**src/rtl/arpc_pkg.sv**
```systemverilog
// ----------------------------------------------------------------------------
// arpc_pkg
// Shared types and constants for the address resolution cache with aging.
// ----------------------------------------------------------------------------
package arpc_pkg;

  localparam int unsigned ENTRIES       = 128;
  localparam int unsigned IP_W          = 32;
  localparam int unsigned MAC_W         = 48;
  localparam int unsigned AGE_W         = 16;
  localparam int unsigned OP_W          = 2;
  localparam int unsigned IN_DATA_W     = 80;
  localparam int unsigned OUT_DATA_W    = 56;
  localparam logic [AGE_W-1:0] AGE_MAX        = '1;
  localparam logic [AGE_W-1:0] TIMEOUT_RESET  = AGE_W'(15);

  typedef enum logic [OP_W-1:0] {
    OP_LOOKUP = 2'd0,
    OP_INSERT = 2'd1,
    OP_TICK   = 2'd2,
    OP_NONE   = 2'd3
  } op_t;

  // beat travelling down the row of cells
  typedef struct packed {
    logic             vld;
    op_t              op;
    logic [IP_W-1:0]  ip;
    logic [MAC_W-1:0] mac;
    logic             hit;
    logic [MAC_W-1:0] found_mac;
    logic             done;
  } beat_t;

endpackage

```
**src/rtl/arpc_cell.sv**
```systemverilog
// ----------------------------------------------------------------------------
// arpc_cell
// One table slot plus the stage register that passes the beat to the next slot.
// ----------------------------------------------------------------------------
module arpc_cell (
  input  logic                                 clk,
  input  logic                                 rst_n,
  input  logic                                 adv,
  input  logic [arpc_pkg::AGE_W-1:0]           timeout,
  input  arpc_pkg::beat_t                      prev,
  output arpc_pkg::beat_t                      nxt
);
  import arpc_pkg::*;

  logic              valid_r, valid_nxt;
  logic [IP_W-1:0]   ip_r, ip_nxt;
  logic [MAC_W-1:0]  mac_r, mac_nxt;
  logic [AGE_W-1:0]  age_r, age_nxt;
  beat_t             stage_r, stage_nxt;

  always_comb begin
    valid_nxt = valid_r;
    ip_nxt    = ip_r;
    mac_nxt   = mac_r;
    age_nxt   = age_r;
    stage_nxt = prev;
    if (prev.vld) begin
      case (prev.op)
        OP_LOOKUP: begin
          if (valid_r && (ip_r == prev.ip)) begin
            stage_nxt.hit       = 1'b1;
            stage_nxt.found_mac = mac_r;
          end
        end
        OP_INSERT: begin
          if (!valid_r && !prev.done) begin
            valid_nxt      = 1'b1;
            ip_nxt         = prev.ip;
            mac_nxt        = prev.mac;
            age_nxt        = '0;
            stage_nxt.done = 1'b1;
          end
        end
        OP_TICK: begin
          if (valid_r) begin
            if (age_r != AGE_MAX) begin
              age_nxt = age_r + AGE_W'(1);
            end
            if (age_nxt > timeout) begin
              valid_nxt = 1'b0;
            end
          end
        end
        OP_NONE: begin
          stage_nxt = prev;
        end
        default: begin
          stage_nxt = prev;
        end
      endcase
    end
  end

  always_ff @(posedge clk) begin
    if (!rst_n) begin
      valid_r <= 1'b0;
      stage_r <= '0;
    end else if (adv) begin
      valid_r <= valid_nxt;
      stage_r <= stage_nxt;
    end
  end

  // slot contents
  always_ff @(posedge clk) begin
    if (adv) begin
      ip_r  <= ip_nxt;
      mac_r <= mac_nxt;
      age_r <= age_nxt;
    end
  end

  assign nxt = stage_r;

`ifndef SYNTHESIS
  a_insert_fills: assert property (@(posedge clk) disable iff (!rst_n)
    adv && prev.vld && prev.op == OP_INSERT && !prev.done && !valid_r
    |=> valid_r && stage_r.done)
    else $error("free slot did not take an insert");

  a_tick_no_revive: assert property (@(posedge clk) disable iff (!rst_n)
    adv && prev.vld && prev.op == OP_TICK && !valid_r |=> !valid_r)
    else $error("tick made a free slot valid");

  a_lookup_match: assert property (@(posedge clk) disable iff (!rst_n)
    adv && prev.vld && prev.op == OP_LOOKUP && valid_r && ip_r == prev.ip
    |=> stage_r.hit && stage_r.found_mac == $past(mac_r))
    else $error("matching slot missed by lookup");
`endif

endmodule

```
**config.mk**
```make
export PLATFORM = sky130hd
export DESIGN_NAME = arpc_cell
export DESIGN_NICKNAME = d
export VERILOG_FILES = /design/src/rtl/arpc_pkg.sv /design/src/rtl/arpc_cell.sv
export SDC_FILE = /design/constraint.sdc
export NUM_CORES = 1
export LEC_CHECK = 0
export ABC_AREA = 1
export BUFFER_PORTS_ARGS = -buffer_cell sky130_fd_sc_hd__buf_4
export CORE_ASPECT_RATIO = 1.25
export CORE_MARGIN = 3
export CORE_UTILIZATION = 57
export DETAILED_ROUTE_END_ITERATION = 16
export GPL_ROUTABILITY_DRIVEN = 0
export GPL_TIMING_DRIVEN = 0
export PLACE_DENSITY = 0.87
export SYNTH_ARGS = -nofsm -noshare
export SYNTH_HDL_FRONTEND = slang
export SYNTH_SLANG_ARGS = --single-unit
```
**constraint.sdc**
```tcl
create_clock -name clk -period 10.4 [get_ports clk]
set_clock_uncertainty 0.05 [all_clocks]
set_input_delay 0.52 -clock clk [delete_from_list [all_inputs] [get_ports clk]]
set_output_delay 0.52 -clock clk [all_outputs]
set_load 0.01 [all_outputs]
```
Word-level counts from Yosys, hierarchy flattened
Index checks and enable logic that the tools add are counted.

Bits of input ports: 152. Logic and storage cells: 44. Output and inout bits: 133. Register bits after elaboration: 230.

$add $sub $neg: 1. Reduce and logical (&&, ||, !) cells: 9. Equality and inequality tests: 6. Muxes and demuxes: 16. Magnitude comparators: 1.

Operators by type and width (count): 133-bit two-way mux (1); 49-bit two-way mux (2); 16-bit two-way mux (6); 32-bit equality test (1); 16-bit one-hot mux with 2 select lines (1); 16-bit by 1-bit adder with 16-bit output (second input constant) (1); 16-bit greater-than comparator (1); 16-bit != test (second input constant) (1); 4-bit AND reduction (2); 1-bit two-way mux (5); 5-bit AND reduction (1); 2-bit != test (second input constant) (2); 2-bit by 1-bit equality test with 1-bit output (second input constant) (1); 2-bit equality test (second input constant) (1); 1-bit logical AND (2); 1-bit zero test (2); 2-bit zero test (1); 1-bit one-hot mux with 2 select lines (1); 2-bit nonzero test (1).

Logic depth before layout (Yosys ltp)
Word-level depth: 9. Depth in mapped cells: 19. Gate-level depth less buffers: 18.

Least setup slack after synthesis
Ideal clock, no wire load.

Kind: input port to flip-flop. From: input adv. To: register valid_r. Buffers on the path: 2. Required time: 10.263 ns. Setup time: 0.087 ns. Cell stages on the path: 6. Slack: 5.436 ns. Arrival: 4.828 ns. Path through: buf_2 -> buf_2 -> nand2_1 -> nor2_1 -> o21ai_0 -> a31oi_1.

Word-level cells in the longest chain between the ends: 1.

Ends and longest elaborated chain: start, declared (RTL line arpc_cell.sv:8) `input logic adv,`; 4-bit AND reduction (no line); end signal, assigned (RTL line arpc_cell.sv:69) `valid_r <= valid_nxt;`; end, declared (RTL line arpc_cell.sv:15) `logic valid_r, valid_nxt;`.

Every way passes these cells. A chain may end at the register's enable or synchronous reset.

Worst setup path after layout
From: register age_r[0]. To: register valid_r.

Word-level cells in the longest chain between the ends: 9. Elaborated cells between the ends (all ways): 10. Classes of those cells: add/sub: 1; order compare: 1; eq/ne: 1; mux: 7.

Ends and longest elaborated chain: start, declared (RTL line arpc_cell.sv:18) `logic [AGE_W-1:0] age_r, age_nxt;`; start signal, assigned (RTL line arpc_cell.sv:79) `age_r <= age_nxt;`; 16-bit by 1-bit adder with 16-bit output or 16-bit != test (tied branches) (RTL line arpc_cell.sv:47, arpc_cell.sv:46); 16-bit two-way mux * (RTL line arpc_cell.sv:46) `if (age_r != AGE_MAX) begin`; 16-bit two-way mux * (RTL line arpc_cell.sv:45) `if (valid_r) begin`; 16-bit two-way mux * (RTL line arpc_cell.sv:28) `case (prev.op)`; 16-bit two-way mux * (RTL line arpc_cell.sv:27) `if (prev.vld) begin`; 16-bit greater-than comparator * (RTL line arpc_cell.sv:49) `if (age_nxt > timeout) begin`; 1-bit two-way mux * (RTL line arpc_cell.sv:49); 1-bit two-way mux * (RTL line arpc_cell.sv:45); 1-bit one-hot mux with 2 select lines * (RTL line arpc_cell.sv:28).

Every way passes the cells marked *; elsewhere a longest branch is shown, timed or not. The select of a mux whose other input is x is not followed.

==> out/metrics.cfg <==
[routing]
postRouteAntennaNets = 0
dr_total_vias = 9580
finalWirelength_um = 30100
route.detailed.drc = 0
dr.pass1.iters = 5
drt-wirelength-per-cell_um = 16.7
post_drt_via_cell_ratio = 5.30
drtIter0Drc = 746

[grt]
grt_pass1_wl_um = 46800
track_usage = 0.292
grt_pass1_vias = 9463
grt_max_degree = 25
overflow = 0
antenna_found_initial = 1

[setup_path]
worst_r2r_startpoint = age_r[0]
worstPathArrival_ns = 3.12
startpoint_type = flip-flop
crit_slowest_cell = edfxtp_1
cp-end-kind = flip-flop
critPathMaxStageDelay_ns = 0.45
crit_path_cell_trace = ha_1 -> nand3_2 -> nor2_4 -> inv_2 -> nor2_4 -> inv_2 -> nor2_4 -> inv_2 -> buf_2 -> nand2_1 -> ha_1 -> a21oi_1 -> o21ai_0 -> nand2_1 -> o211ai_1 -> nand2_1 -> nand2_1 -> a31oi_1
cp-startpoint = age_r[0]
path_common_cell = nand2_1
cp_max_fo = 10
worstSetupPathType = reg2reg
required_ns = 10.77

[placed_design]
post-dp-hpwl_um = 22700
io_buffers = 283
placed_area_um2 = 12800
pre_cts_ws_ns = 7.44
place_inst = 1767

[finish]
stdcell_count = 1809
stdcell_area_um2 = 13600
final_common_cell = buf_4
nNetsFinal = 1737
n_fill_cell = 1235
syn_to_final_growth_pct = 31.2
layout-drive-gt1-share = 0.257
layout_common_cells = buf_4 (286), nand2_1 (233), inv_1 (185), nor2_1 (153), dfxtp_1 (134)
n_antenna_cell = 0

[cts]
post-cts-setup-buffer-count = 0
cts_tree = yes
clock_latency_ns = 0.51
root_buffer = clkbuf_16
cts.sinks = 230
numCtsBuffers = 23
h-tree-depth = 1
clk_pin_slew_ns = 0.07
cts-hold-fix-buffers = 0
clk_path_buf_depth = 3
ctsResizeCount = 0

[synthesis]
syn_nets = 1426
synth.yosys.seq_area_share = 0.539
ys_types = 33
synth_area_um2 = 10300
syn_inst = 1257
ys_seq_elements = 230
yosysWarnings = 0
avgSynthCellArea_um2 = 8.22

[sta]
rsz0062_at_grt = false
setup_violations = 0
fin_tns_setup_ns = 0
hold_ws_ns = 0.134
tightest_slew_ns = 0.930
period_share = 0.264
layout_setup_ws_ns = 7.65
slew_headroom = 0.380
min_period_ns = 2.75
slew_viol_final = 0
fmax_mhz = 364
hold_viol_final = 0

[power]
switchingPower_uw = 518
cellPowerDensity_nw_per_um2 = 151
ir_drop_v = 0.000145
clock_power_share = 0.393
p_seq_frac = 0.487
p_leak_nw = 6.49
p_comb_frac = 0.119
switching_share = 0.253
p_int_mw = 1.53

[floorplanning]
dieArea_um2 = 19800
initial_core_util = 0.586
die_w_um = 126
rows = 54
pin_count = 285
die_h_um = 157
core-area_um2 = 17600

[hold_path]
hold_path.class = in2reg
hp-start = prev[91]

[flow_run]
max_cap_viol_count = 0

[status]
outcome = finished, final reports clean

-- synth_stat cells (all sizes together) --
master	instances	share of area
nor2	161	0.062
nor3	8	0.0044
clkinv	1	0.00036
a31oi	3	0.0018
inv	203	0.074
o211ai	1	0.00073
clkbuf	30	0.011
xnor2	7	0.0059
a31o	1	0.00085
a211oi	1	0.00073
nand4	9	0.0054
buf	31	0.017
nand2	244	0.091
nand3b	3	0.0022
nor2b	1	0.00061
ha	17	0.021
a21oi	98	0.051
nand3	111	0.061
edfxtp	96	0.28
o21ai	90	0.045
xor2	7	0.0059
dfxtp	134	0.26
-- power groups by stage --
stage                     Clock, mW  Sequential [mW]  Combinational [mW]
after floorplan                   0             1.03              0.0903
after global placement            0             1.02               0.234
after detailed placement          0             1.02               0.242
after CTS                     0.809            0.997               0.244
after global routing          0.850             1.00               0.267
final                         0.804            0.997               0.244
-- cell type report --
| class | instances | area [µm²] | area share |
|---|---|---|---|
| Buffer | 61 | 292 | 0.0215 |
| Clock buffer | 23 | 576 | 0.0425 |
| Clock inverter | 19 | 154 | 0.0114 |
| Inverter | 204 | 766 | 0.0565 |
| Multi-Input combinational cell | 762 | 3720 | 0.274 |
| Sequential cell | 230 | 5570 | 0.411 |
| Tap cell | 224 | 280 | 0.0207 |
| Timing Repair Buffer | 286 | 2200 | 0.162 |
-- layer usage --
| metal | track usage | up-vias | part of all wire |
|---|---|---|---|
| met5 | 0 | - | 0.00066 |
| met4 | 0.124 | 2 | 0.047 |
| met3 | 0.0656 | 89 | 0.080 |
| met2 | 0.522 | 383 | 0.50 |
| met1 | 0.335 | 4472 | 0.37 |
| li1 | - | 4634 | - |
-- worst max-delay path: cells and delay by family (launching register included) --
family | cells | cell delay (ns)
AO/OA/AOI/OAI | 4 | 0.48
adder cells (fa/ha/maj) | 2 | 0.51
buffers and inverters | 4 | 0.37
flip-flops | 1 | 0.45
AND/OR/NAND/NOR | 8 | 0.80
-- registers in the layout, indices dropped and copies added (netlist names) --
name / flops
age_r: 16
ip_r: 32
mac_r: 48
nxt: 133
valid_r: 1
-- cells by family (layout without fill, tap and decap cells) --
group,Yosys count,after routing,synth area share
buffers and inverters,265,593,0.102
AOI/OAI and AO/OA,194,194,0.0999
DFF,230,230,0.539
adders and majority gates,17,17,0.0206
xor gates and xnor gates,14,14,0.0119
and+or+nand+nor,537,537,0.227
-- metrics by stage --
step	utilization	total power [mW]
2_1_floorplan	-	1.12
3_3_place_gp	0.722	1.25
3_5_place_dp	0.727	1.26
4_1_cts	0.768	2.05
5_1_grt	0.768	2.12
6_report	0.768	2.05
-- worst paths after layout --
kind         slack [ns]  cells past startpoint         to
max reg2reg        7.65                     18    valid_r
max                7.65                     18    valid_r
min                0.13                      1  mac_r[41]
min reg2reg        0.42                      2    nxt[26]
(Power assumes the default switching activity.)
